$ cat src/design/sird_pkg.sv
// Shared types, constants and lookup functions for the radix digit converter.
// No dependencies.
`default_nettype none

package sird_pkg;

	localparam int unsigned MAX_SYMBOLS_DEF = 16;
	localparam int unsigned SYM_COUNT       = 16;
	localparam int unsigned SYM_IDX_W       = 4;
	localparam int unsigned LEN_W           = 5;
	localparam int unsigned VALUE_W         = 32;
	localparam int unsigned CHAR_W          = 8;
	localparam int unsigned CFG_DATA_W      = 64;
	localparam int unsigned CFG_IDX_W       = 2;
	localparam int unsigned STACK_DEPTH     = 32;
	localparam int unsigned STACK_IDX_W     = 5;
	localparam int unsigned DCNT_W          = 6;
	localparam int unsigned QUEUE_DEPTH     = 2;

	localparam logic [CHAR_W-1:0] CHAR_PLUS  = 8'h2B;
	localparam logic [CHAR_W-1:0] CHAR_MINUS = 8'h2D;

	localparam logic [CFG_IDX_W-1:0] REG_BASE_LENGTH = 2'd0;
	localparam logic [CFG_IDX_W-1:0] REG_SYMBOLS_LOW = 2'd1;
	localparam logic [CFG_IDX_W-1:0] REG_SYMBOLS_HIGH = 2'd2;

	localparam logic [LEN_W-1:0]      RST_BASE_LENGTH = 5'd10;
	localparam logic [CFG_DATA_W-1:0] RST_SYMBOLS_LOW = 64'h3736_3534_3332_3130;
	localparam logic [CFG_DATA_W-1:0] RST_SYMBOLS_HIGH = 64'h0000_0000_0000_3938;

	typedef struct packed {
		logic [LEN_W-1:0]                len;
		logic [SYM_COUNT*CHAR_W-1:0]     symbols;
	} cfg_t;

	typedef struct packed {
		logic               neg;
		logic [VALUE_W-1:0] mag;
	} item_t;

	function automatic logic [CHAR_W-1:0] sym_of(input logic [SYM_COUNT*CHAR_W-1:0] symbols,
			input logic [SYM_IDX_W-1:0] idx);
		sym_of = symbols[{idx, 3'b000} +: CHAR_W];
	endfunction

	// floor(2^32 / len) for each legal radix
	function automatic logic [VALUE_W-1:0] recip_of(input logic [LEN_W-1:0] len);
		logic [VALUE_W-1:0] r;
		unique case (len)
			5'd2:    r = 32'd2147483648;
			5'd3:    r = 32'd1431655765;
			5'd4:    r = 32'd1073741824;
			5'd5:    r = 32'd858993459;
			5'd6:    r = 32'd715827882;
			5'd7:    r = 32'd613566756;
			5'd8:    r = 32'd536870912;
			5'd9:    r = 32'd477218588;
			5'd10:   r = 32'd429496729;
			5'd11:   r = 32'd390451572;
			5'd12:   r = 32'd357913941;
			5'd13:   r = 32'd330382099;
			5'd14:   r = 32'd306783378;
			5'd15:   r = 32'd286331153;
			5'd16:   r = 32'd268435456;
			default: r = '0;
		endcase
		recip_of = r;
	endfunction

endpackage

`default_nettype wire

$ cat src/design/sird_front.sv
// Front end: accepts input words, checks the alphabet and splits sign and magnitude.
// Depends on sird_pkg.
`default_nettype none

module sird_front #(
	parameter int unsigned MAX_SYMBOLS = sird_pkg::MAX_SYMBOLS_DEF
) (
	input  wire                                clk,
	input  wire                                arst_n,
	input  wire                                in_valid,
	output logic                               in_stall,
	input  wire signed [sird_pkg::VALUE_W-1:0] value,
	input  sird_pkg::cfg_t                     cfg,
	input  wire                                q_full,
	output logic                               push,
	output sird_pkg::item_t                    push_item
);
	import sird_pkg::*;

	logic        valid_s1;
	logic        ok_s1;
	item_t       item_s1;
	logic        ok;
	logic        accept;
	logic        neg;
	logic [VALUE_W-1:0] raw;

	// alphabet check: radix range, no sign symbols, all symbols distinct
	always_comb begin
		logic [CHAR_W-1:0] si;
		ok = (cfg.len >= 5'd2) && (cfg.len <= LEN_W'(MAX_SYMBOLS));
		for (int i = 0; i < SYM_COUNT; i++) begin
			si = sym_of(cfg.symbols, SYM_IDX_W'(i));
			if (LEN_W'(i) < cfg.len) begin
				if (si == CHAR_PLUS || si == CHAR_MINUS)
					ok = 1'b0;
				for (int j = i + 1; j < SYM_COUNT; j++) begin
					if (LEN_W'(j) < cfg.len && sym_of(cfg.symbols, SYM_IDX_W'(j)) == si)
						ok = 1'b0;
				end
			end
		end
	end

	assign raw      = unsigned'(value);
	assign neg      = raw[VALUE_W-1];
	assign push     = valid_s1 && ok_s1 && !q_full;
	assign in_stall = valid_s1 && ok_s1 && q_full;
	assign accept   = in_valid && !in_stall;
	assign push_item = item_s1;

	always_ff @(posedge clk or negedge arst_n) begin
		if (!arst_n) begin
			valid_s1 <= 1'b0;
		end else if (accept) begin
			valid_s1 <= 1'b1;
		end else if (valid_s1 && (!ok_s1 || !q_full)) begin
			valid_s1 <= 1'b0;
		end
	end

	always_ff @(posedge clk) begin
		if (accept) begin
			ok_s1       <= ok;
			item_s1.neg <= neg;
			item_s1.mag <= neg ? (VALUE_W'(0) - raw) : raw;
		end
	end

endmodule

`default_nettype wire

$ cat src/design/sird_queue.sv
// Short FIFO between the front end and the digit engine.
// Depends on sird_pkg.
`default_nettype none

module sird_queue (
	input  wire              clk,
	input  wire              arst_n,
	input  wire              push,
	input  sird_pkg::item_t  push_item,
	input  wire              pop,
	output sird_pkg::item_t  head,
	output logic             full,
	output logic             empty
);
	import sird_pkg::*;

	localparam int unsigned PTR_W = $clog2(QUEUE_DEPTH);
	localparam int unsigned CNT_W = $clog2(QUEUE_DEPTH + 1);

	item_t              mem_q [QUEUE_DEPTH];
	logic [PTR_W-1:0]   wr_ptr_q;
	logic [PTR_W-1:0]   rd_ptr_q;
	logic [CNT_W-1:0]   count_q;
	logic               do_push;
	logic               do_pop;

	assign full    = (count_q == CNT_W'(QUEUE_DEPTH));
	assign empty   = (count_q == '0);
	assign do_push = push && !full;
	assign do_pop  = pop && !empty;
	assign head    = mem_q[rd_ptr_q];

	always_ff @(posedge clk or negedge arst_n) begin
		if (!arst_n) begin
			wr_ptr_q <= '0;
			rd_ptr_q <= '0;
			count_q  <= '0;
		end else begin
			if (do_push)
				wr_ptr_q <= (wr_ptr_q == PTR_W'(QUEUE_DEPTH - 1)) ? '0 : wr_ptr_q + 1'b1;
			if (do_pop)
				rd_ptr_q <= (rd_ptr_q == PTR_W'(QUEUE_DEPTH - 1)) ? '0 : rd_ptr_q + 1'b1;
			if (do_push && !do_pop)
				count_q <= count_q + 1'b1;
			else if (do_pop && !do_push)
				count_q <= count_q - 1'b1;
		end
	end

	always_ff @(posedge clk) begin
		if (do_push)
			mem_q[wr_ptr_q] <= push_item;
	end

endmodule

`default_nettype wire

$ cat src/design/sird_back.sv
// Digit engine: reciprocal-multiply division per digit into a digit stack,
// then emits sign and symbols through an output register. Depends on sird_pkg.
`default_nettype none

module sird_back #(
	parameter int unsigned MAX_SYMBOLS = sird_pkg::MAX_SYMBOLS_DEF
) (
	input  wire                          clk,
	input  wire                          arst_n,
	input  sird_pkg::cfg_t               cfg,
	input  wire                          q_empty,
	input  sird_pkg::item_t              head,
	output logic                         pop,
	output logic                         out_valid,
	input  wire                          out_stall,
	output logic [sird_pkg::CHAR_W-1:0]  character,
	output logic                         final_char
);
	import sird_pkg::*;

	localparam int unsigned DIG_W = $clog2(MAX_SYMBOLS);

	typedef enum logic [2:0] {
		ST_IDLE,
		ST_MUL,
		ST_MLEN,
		ST_FIX,
		ST_SIGN,
		ST_DIGIT
	} state_t;

	state_t                   state_q;
	logic [VALUE_W-1:0]       mag_q;
	logic                     neg_q;
	logic [VALUE_W-1:0]       qest_q;
	logic [VALUE_W-1:0]       qlen_q;
	logic [DCNT_W-1:0]        nd_q;
	logic [STACK_IDX_W-1:0]   rd_q;
	logic [DIG_W-1:0]         stack_q [STACK_DEPTH];
	logic                     out_valid_q;
	logic [CHAR_W-1:0]        char_q;
	logic                     final_q;

	logic [2*VALUE_W-1:0]     prod;
	logic [VALUE_W+LEN_W-1:0] qlen_full;
	logic [VALUE_W-1:0]       rem;
	logic                     over;
	logic [VALUE_W-1:0]       rem_fix;
	logic [VALUE_W-1:0]       quot;
	logic                     out_load;
	logic                     emit;

	assign prod      = (2*VALUE_W)'(mag_q) * (2*VALUE_W)'(recip_of(cfg.len));
	assign qlen_full = (VALUE_W+LEN_W)'(qest_q) * (VALUE_W+LEN_W)'(cfg.len);
	// estimate is low by at most one, a single correction step suffices
	assign rem       = mag_q - qlen_q;
	assign over      = rem >= VALUE_W'(cfg.len);
	assign rem_fix   = over ? rem - VALUE_W'(cfg.len) : rem;
	assign quot      = over ? qest_q + 1'b1 : qest_q;
	assign out_load  = !out_valid_q || !out_stall;
	assign emit      = ((state_q == ST_SIGN) || (state_q == ST_DIGIT)) && out_load;

	assign pop        = (state_q == ST_IDLE) && !q_empty;
	assign out_valid  = out_valid_q;
	assign character  = char_q;
	assign final_char = final_q;

	always_ff @(posedge clk or negedge arst_n) begin
		if (!arst_n) begin
			state_q     <= ST_IDLE;
			out_valid_q <= 1'b0;
		end else begin
			if (emit)
				out_valid_q <= 1'b1;
			else if (!out_stall)
				out_valid_q <= 1'b0;
			unique case (state_q)
				ST_IDLE: begin
					if (!q_empty)
						state_q <= ST_MUL;
				end
				ST_MUL:  state_q <= ST_MLEN;
				ST_MLEN: state_q <= ST_FIX;
				ST_FIX: begin
					if (quot != '0)
						state_q <= ST_MUL;
					else
						state_q <= neg_q ? ST_SIGN : ST_DIGIT;
				end
				ST_SIGN: begin
					if (out_load)
						state_q <= ST_DIGIT;
				end
				ST_DIGIT: begin
					if (out_load && rd_q == '0)
						state_q <= ST_IDLE;
				end
				default: state_q <= ST_IDLE;
			endcase
		end
	end

	always_ff @(posedge clk) begin
		unique case (state_q)
			ST_IDLE: begin
				mag_q <= head.mag;
				neg_q <= head.neg;
				nd_q  <= '0;
			end
			ST_MUL:  qest_q <= prod[2*VALUE_W-1:VALUE_W];
			ST_MLEN: qlen_q <= qlen_full[VALUE_W-1:0];
			ST_FIX: begin
				stack_q[nd_q[STACK_IDX_W-1:0]] <= rem_fix[DIG_W-1:0];
				nd_q  <= nd_q + 1'b1;
				mag_q <= quot;
				rd_q  <= nd_q[STACK_IDX_W-1:0];
			end
			ST_SIGN: begin
				if (out_load) begin
					char_q  <= CHAR_MINUS;
					final_q <= 1'b0;
				end
			end
			ST_DIGIT: begin
				if (out_load) begin
					char_q  <= sym_of(cfg.symbols, SYM_IDX_W'(stack_q[rd_q]));
					final_q <= (rd_q == '0);
					rd_q    <= rd_q - 1'b1;
				end
			end
			default: ;
		endcase
	end

endmodule

`default_nettype wire

$ cat src/design/signed_int_to_radix_digits_unit.sv
// Signed 32-bit integer to text in a configurable radix, most significant digit first.
// Accepted words pass the front-end register and the queue; the digit engine divides
// out every digit (states MUL, MLEN, FIX) before the first character, then emits one
// character per cycle while not stalled. Front end and queue take words meanwhile.
// Reset: arst_n clears all control state; config returns to radix 10 with digits 0-9.
// Depends on sird_pkg, sird_front, sird_queue, sird_back.
`default_nettype none

module signed_int_to_radix_digits_unit #(
	parameter int unsigned MAX_SYMBOLS = sird_pkg::MAX_SYMBOLS_DEF
) (
	input  wire                                   clk,
	input  wire                                   arst_n,
	input  wire                                   in_valid,
	output logic                                  in_stall,
	input  wire signed [sird_pkg::VALUE_W-1:0]    value,
	output logic                                  out_valid,
	input  wire                                   out_stall,
	output logic [sird_pkg::CHAR_W-1:0]           character,
	output logic                                  final_char,
	input  wire                                   cfg_valid,
	output logic                                  cfg_ready,
	input  wire [sird_pkg::CFG_IDX_W-1:0]         cfg_index,
	input  wire [sird_pkg::CFG_DATA_W-1:0]        cfg_data
);
	import sird_pkg::*;

	logic [LEN_W-1:0]      base_length_q;
	logic [CFG_DATA_W-1:0] sym_low_q;
	logic [CFG_DATA_W-1:0] sym_high_q;
	cfg_t                  cfg;
	logic                  q_full;
	logic                  q_empty;
	logic                  push;
	logic                  pop;
	item_t                 push_item;
	item_t                 head;

	assign cfg_ready   = 1'b1;
	assign cfg.len     = base_length_q;
	assign cfg.symbols = {sym_high_q, sym_low_q};

	always_ff @(posedge clk or negedge arst_n) begin
		if (!arst_n) begin
			base_length_q <= RST_BASE_LENGTH;
			sym_low_q     <= RST_SYMBOLS_LOW;
			sym_high_q    <= RST_SYMBOLS_HIGH;
		end else if (cfg_valid && cfg_ready) begin
			unique case (cfg_index)
				REG_BASE_LENGTH:  base_length_q <= cfg_data[LEN_W-1:0];
				REG_SYMBOLS_LOW:  sym_low_q     <= cfg_data;
				REG_SYMBOLS_HIGH: sym_high_q    <= cfg_data;
				default: ;
			endcase
		end
	end

	sird_front #(
		.MAX_SYMBOLS (MAX_SYMBOLS)
	) u_front (
		.clk       (clk),
		.arst_n    (arst_n),
		.in_valid  (in_valid),
		.in_stall  (in_stall),
		.value     (value),
		.cfg       (cfg),
		.q_full    (q_full),
		.push      (push),
		.push_item (push_item)
	);

	sird_queue u_queue (
		.clk       (clk),
		.arst_n    (arst_n),
		.push      (push),
		.push_item (push_item),
		.pop       (pop),
		.head      (head),
		.full      (q_full),
		.empty     (q_empty)
	);

	sird_back #(
		.MAX_SYMBOLS (MAX_SYMBOLS)
	) u_back (
		.clk        (clk),
		.arst_n     (arst_n),
		.cfg        (cfg),
		.q_empty    (q_empty),
		.head       (head),
		.pop        (pop),
		.out_valid  (out_valid),
		.out_stall  (out_stall),
		.character  (character),
		.final_char (final_char)
	);

endmodule

`default_nettype wire

$ cat config.mk
export PLATFORM = sky130hd
export DESIGN_NAME = signed_int_to_radix_digits_unit
export DESIGN_NICKNAME = d
export VERILOG_FILES = /design/src/design/sird_pkg.sv /design/src/design/sird_front.sv /design/src/design/sird_queue.sv /design/src/design/sird_back.sv /design/src/design/signed_int_to_radix_digits_unit.sv
export SDC_FILE = /design/constraint.sdc
export NUM_CORES = 2
export LEC_CHECK = 0
export ABC_CLOCK_PERIOD_IN_PS = 23300
export BUFFER_PORTS_ARGS = -buffer_cell sky130_fd_sc_hd__buf_2
export CAP_MARGIN = 10
export CORE_ASPECT_RATIO = 1.25
export CORE_MARGIN = 5
export CORE_UTILIZATION = 45
export CTS_BUF_LIST = sky130_fd_sc_hd__clkbuf_8
export DETAILED_ROUTE_END_ITERATION = 10
export PLACE_DENSITY = 0.57
export SETUP_SLACK_MARGIN = 0.2
export SYNTH_ARGS = -nofsm -noshare
export SYNTH_HDL_FRONTEND = slang
export SYNTH_SLANG_ARGS = --single-unit
$ cat constraint.sdc
create_clock -name clk -period 23.3 [get_ports clk]
set_input_delay 0 -clock clk [delete_from_list [all_inputs] [get_ports clk]]
set_output_delay 0 -clock clk [all_outputs]
set_load 0.03 [all_outputs]
; After elaboration in Yosys (flattened, before gate mapping)
; Memories as Yosys holds them, arrays and structs flattened. A register that Yosys moved wholly into a read port is not among the register bits.
; Cells that the tools add are included.
[classes]
multipliers = 2
eq_ne = 165
muxes = 184
n_reduce_logical = 176
shifts = 1
magnitude_cmp = 19
n_addsub = 10
[ops]
columns = op, count
row1 = == test 8 bit, 120
row2 = == test 8 x 6 -> 1 bit (second input constant), 32
row3 = two-way mux 1 bit, 165
row4 = logical AND 1 bit, 133
row5 = indexed part select 128 x 8 -> 8 bit, 1
row6 = multiplier 32 x 32 -> 64 bit, 1
row7 = case mux 32 bit (2 select lines), 1
row8 = < comparator 4 x 5 -> 1 bit (first input constant), 8
row9 = adder 32 x 1 -> 32 bit (second input constant), 1
row10 = greater-or-equal comparator 32 x 5 -> 1 bit, 1
row11 = multiplier 32 x 5 -> 32 bit, 1
row12 = two-way mux 32 bit, 1
row13 = nonzero test 32 bit, 1
row14 = subtractor 1 x 32 -> 32 bit (first input constant), 1
row15 = subtractor 32 bit, 1
row16 = two-way mux 31 bit, 1
row17 = < comparator 3 x 5 -> 1 bit (first input constant), 4
row18 = logical OR 1 bit, 19
row19 = case mux 3 bit (6 select lines), 1
row20 = two-way mux 8 bit, 2
row21 = case mux 8 bit (2 select lines), 1
row22 = two-way mux 3 bit, 4
row23 = case mux 6 bit (2 select lines), 1
row24 = < comparator 1 x 5 -> 1 bit (first input constant), 2
row25 = other kinds (28), 54
[totals]
output_inout_bits = 12
mem_bits_ro = 1024
mem_bits_rw = 194
memories = 3
in_bits = 103
regBits = 293
wordCells = 581
[memory_table]
columns = name, depth, word_bits, rd, rd_ports_with_merged_regs, write_ports, line_no
row1 = (name not given), 32, 32, 1, 0, 0, sird_pkg.sv:49  ; unique case (len)
row2 = u_back.stack_q, 32, 4, 1, 1, 1, sird_back.sv:39  ; logic [DIG_W-1:0] stack_q [STACK_DEPTH];
row3 = u_queue.mem_q, 2, 33, 1, 0, 1, sird_queue.sv:20  ; item_t mem_q [QUEUE_DEPTH];

; Logic depth before layout (Yosys ltp)
[logic_depth]
ltp_word = 154
mapped_depth = 39
ltp_nobuf = 38

; Cells and area by module
; From an unflattened synthesis, not the netlist that was laid out.
[unflattened]
hier_cells = 7150
area_unflattened_um2 = 71109.4
[by_module_without_submodules]
columns = mod, seq_area_each_um2, instances, area_each_um2, cells_each
row1 = sird_back, 7527.2, 1, 48689.2, 4902
row2 = sird_front, 1046.0, 1, 14178.6, 1841
row3 = signed_int_to_radix_digits_unit, 3374.5, 1, 5511.5, 285
row4 = sird_queue, 2082.0, 1, 2730.1, 122

; Worst setup path after synthesis
; OpenSTA, ideal clock, no wires.
[synth_timing]
kind = register to register
start = register base_length_q[1]
end = register u_back.qest_q[25], data pin
path_slack_ps = 13569
path_stages_with_launch = 37
required_ps = 23042
t_arrival_ps = 9473
synth_period_minus_slack_ps = 9731
path_buffers = 1
setup_ps = 258
path_cell_list = dfstp_2 -> clkinv_1 -> ha_1 -> nand2_1 -> nor2_1 -> a21oi_1 -> a21oi_1 -> clkbuf_1 -> nand2_1 -> fa_1 -> inv_1 -> fa_1 -> fa_1 -> inv_1 -> fa_1 -> fa_1 -> fa_1 -> inv_1 -> fa_1 -> inv_1 -> fa_1 -> inv_1 -> ha_1 -> a21o_1 -> a21o_1 -> a21o_1 -> a21o_1 -> a21o_1 -> a211o_1 -> nor4_1 -> o31ai_1 -> o211ai_1 -> nand2_1 -> o41a_1 -> a31o_2 -> a21oi_1 -> xnor2_1
[synth_via]
elab_chain_len = 2
[synth_rtl]
columns = item, line_no
row1 = from (decl), signed_int_to_radix_digits_unit.sv:28  ; logic [LEN_W-1:0] base_length_q;
row2 = from (signal assigned), signed_int_to_radix_digits_unit.sv:50  ; REG_BASE_LENGTH: base_length_q <= cfg_data[LEN_W-1:0];
row3 = memory (32 x 32 bit), --
row4 = multiplier 32 x 32 -> 64 bit, sird_back.sv:53  ; assign prod = (2*VALUE_W)'(mag_q) * (2*VALUE_W)'(recip_of(cfg.len));
row5 = via u_back.prod[57], sird_back.sv:44  ; logic [2*VALUE_W-1:0] prod;
row6 = to (signal assigned), sird_back.sv:110  ; ST_MUL: qest_q <= prod[2*VALUE_W-1:VALUE_W];
row7 = to (decl), sird_back.sv:35  ; logic [VALUE_W-1:0] qest_q;
; The timed path passes the listed nets, and every way through them passes these cells.
; A chain may end at the register's enable or synchronous reset.

; Worst setup path in the final report
; Same ends and word-level chain as after synthesis.

==> results by group <==
Floorplan
  • Die width: 363 um
  • Initial Utilization: roughly 45%
  • Rows: 162
  • Die Y-Extent: 451 um
  • Die footprint: 0.164 mm2
  • Ports: 115
  • Core footprint: between 0.15 and 0.2 mm2

STA
  • Fin crit period: roughly 13 ns
  • Fmax: approximately 77 MHz
  • Slew headroom: 15.7%
  • Clock skew: 0.0328 ns
  • Final setup fails: 0
  • Unrepaired setup endpoints after global routing: no
  • Worst-margin pin slew: between 1 and 1.5 ns
  • Hold Violations, Final: 0
  • Period utilisation layout: 55.4%
  • Max Slew Vio Count: 0
  • TNS Setup: 0 ns

Yosys
  • Number of synthesized flops with an enable pin: ~340
  • Area contributors post-synth: fa_1 28%, edfxtp_1 15%, xnor2_1 10%, ha_1 6.1%, inv_1 5.9%
  • Post-synth ARST share: 28.9%
  • Primary FF master, synth: edfxtp_1
  • Synth unique cells: 93
  • Sequential share of the synthesized area: approximately 20%
  • Post-synth top area cell: fa_1
  • Top cell type's share of synthesized area: 28.0%
  • Synth warn: 0
  • Syn_area_per_cell: 9.72 um2
  • Synth Instances: 7215
  • Post-Syn Area: 0.0702 mm2
  • Post-Syn Nets: about 8.6k
  • Register bit total from synthesis: just under 500

Clocking
  • Postcts setup bufs: 0
  • Clock latency on the worst-skew pair: 0.79 ns
  • Clock sinks: 491
  • H-tree Lvls: 3
  • Clock Path Buffers: 3
  • Reg clk slew, reported paths: 0.07 ns
  • Total CTS buffers: 75
  • Clock root cell: clkbuf_8
  • Post-cts sizing count: 0
  • CTS tree: built
  • # hold bufs at CTS: 195

Route
  • Starting DRT DRC Count: 4631
  • Drt wl/cell: 26.0 um
  • Met1 WL: 89100 um
  • Met2 wire length: 116000 um
  • DRT Pass-1 Iters: 5
  • Final ANT Viol Nets: 0
  • Total wire length: 243000 um
  • Top routing layer in use: met5
  • Detail Route met3 WL: 20000 um
  • Drc violations: 0
  • DR vias/cell: between 5 and 6
  • Via count: 53.8k

GRT
  • Grt total ovfl: 0
  • Vias in the first global route: approximately 57k
  • Global-route wire length before repair: roughly 360000 um
  • GRT Util Overall: 29.7%
  • Largest net degree at the start of global routing: 83
  • Initial antenna violation count: 15

Worst setup path
  • Max incr delay on CP: between 1 and 1.5 ns
  • WP data arrival: between 10 and 15 ns
  • Most used cell, CP: fa_1
  • Kind of critical path: flop to flop
  • Max Fanout on Critical Path: 43
  • Critical path data required time: 23.82 ns
  • Crit path capture type: flop
  • Startpoint class of the critical path: flop
  • Slowest stage cell on the critical path: dfstp_2

Hold path
  • Min-Delay Path Class: input pin to flop

Job
  • Max-cap violations: 0

Placement
  • Final HPWL DP: 173000 um
  • Final Wtd Congestion: 0.971
  • Buffers on Ports: around 110

Layout
  • Total area of sequential cells: approximately 0.014 mm2
  • Final nets: 8678
  • Most common cell after layout, fill and taps aside: inv_1
  • Share of cells above drive strength 1: 9.63%
  • Area grow syn2layout: 9.08%
  • Commonest cells after routing, fill and taps aside: 1122 x inv_1, 980 x fa_1, 831 x xnor2_1, 708 x nand2_1, 344 x edfxtp_1
  • Fill count: 14.5k
  • Multi-input gate area: 0.0503 mm2

Outcome
  • Status: finished, final reports clean
registers in the layout, summed over array words and instances, names as in the netlist, 2 cells and up, named ones only:
signal             flops
u_back.stack_q       128
sym_low_q             64
u_back.rd_q            5
u_front.push_item     33
u_queue.count_q        2
u_back.character       8
base_length_q          5
sym_high_q            64
u_back.state_q         3
u_back.mag_q          32
u_queue.mem_q         66
u_back.qlen_q         32
u_back.nd_q            5
u_back.qest_q         32
kinds of logic (layout without fill, tap and decap cells):
group / count (synthesis) / after routing / synth area share (%)
fa+ha+maj: 1322 / 1322 / 34.1
buf+inv: 1633 / 1732 / 8.77
xor+xnor: 1133 / 1133 / 14.1
mux: 259 / 259 / 4.73
compound gates: 560 / 560 / 5.31
flops: 491 / 491 / 20.0
simple gates: 1816 / 1816 / 13.0
other cells: 1 / 10 / 0.00535
synthesized netlist by cell type, drive strengths merged, types with 9 or more instances:
cell type,n
o31ai,18
dfstp,37
nand2b,21
or2,12
o211ai,11
a21oi,140
or4,13
nand4b,9
clkbuf,391
xor2,302
o21bai,13
a211o,10
and2,281
nand2,708
o41ai,9
and3,15
a211oi,53
buf,135
fa,980
mux2,142
xnor2,831
inv,1106
nor2,159
nor4,105
a31oi,38
or3,15
o21ai,113
o21a,24
edfxtp,344
nor3,113
nand4,198
nor2b,62
ha,342
a311oi,9
nor3b,9
mux4,44
mux2i,73
a21o,53
dfrtp,105
nand3,67
nor4b,9
through the flow:
step / util [%] / instances / hold WS (ns) / setup WS (ns) / cell area (um2)
after floorplan: - / 7215 / -0.296 / 13.57 / 70200
after global placement: 46.9 / 9031 / -0.109 / 10.62 / 73000
after detailed placement: 46.9 / 9031 / -0.104 / 10.47 / 73000
after CTS: 49.2 / 9364 / 0.00532 / 10.44 / 76500
after global routing: 49.2 / 9365 / 0.0271 / 9.94 / 76500
final: 49.2 / 9373 / 0.0448 / 10.39 / 76500
worst max-delay path: cells and delay by family, from the launching register on:
family,cells,cell delay [ns]
adders and majority gates,10,4.89
AOI/OAI and AO/OA,13,3.14
buffers and inverters,8,1.93
and+or+nand+nor,5,1.45
DFF,1,1.10
xor gates and xnor gates,1,0.10
path summary, 6_finish.rpt:
check / start / endpoint / slack [ns] / cells past startpoint
max in group asynchronous: arst_n / u_queue.rd_ptr_q / 22.15 / 4
hold reg to reg: u_front.push_item[27] / u_queue.mem_q[1][27] / 0.44 / 0
hold / removal: cfg_data[61] / sym_low_q[61] / 0.04 / 3
setup / recovery: base_length_q[1] / u_back.qest_q[25] / 10.39 / 37
min in group asynchronous: arst_n / sym_high_q[35] / 0.29 / 4
setup reg to reg: base_length_q[1] / u_back.qest_q[25] / 10.39 / 37
layout make-up:
class | count | share of cell area [%]
Clock inverter | 58 | 0.618
Sequential cell | 491 | 18.3
Tap cell | 2050 | 3.35
Multi-Input combinational cell | 5091 | 65.7
Inverter | 1107 | 5.43
Antenna cell | 9 | 0.0294
Timing Repair Buffer | 487 | 5.07
Clock buffer | 80 | 1.44
metal layers:
| layer | global-route usage [%] | vias to the layer above |
|---|---|---|
| met2 | 49.7 | 2607 |
| met1 | 35.7 | 27200 |
| met3 | 5.55 | 858 |
| li1 | - | 23100 |
| met4 | 18.0 | 2 |
| met5 | 0 | - |
Power is not shown: default switching activity piles up to over one toggle a cycle in this logic, so the estimate is an artifact.
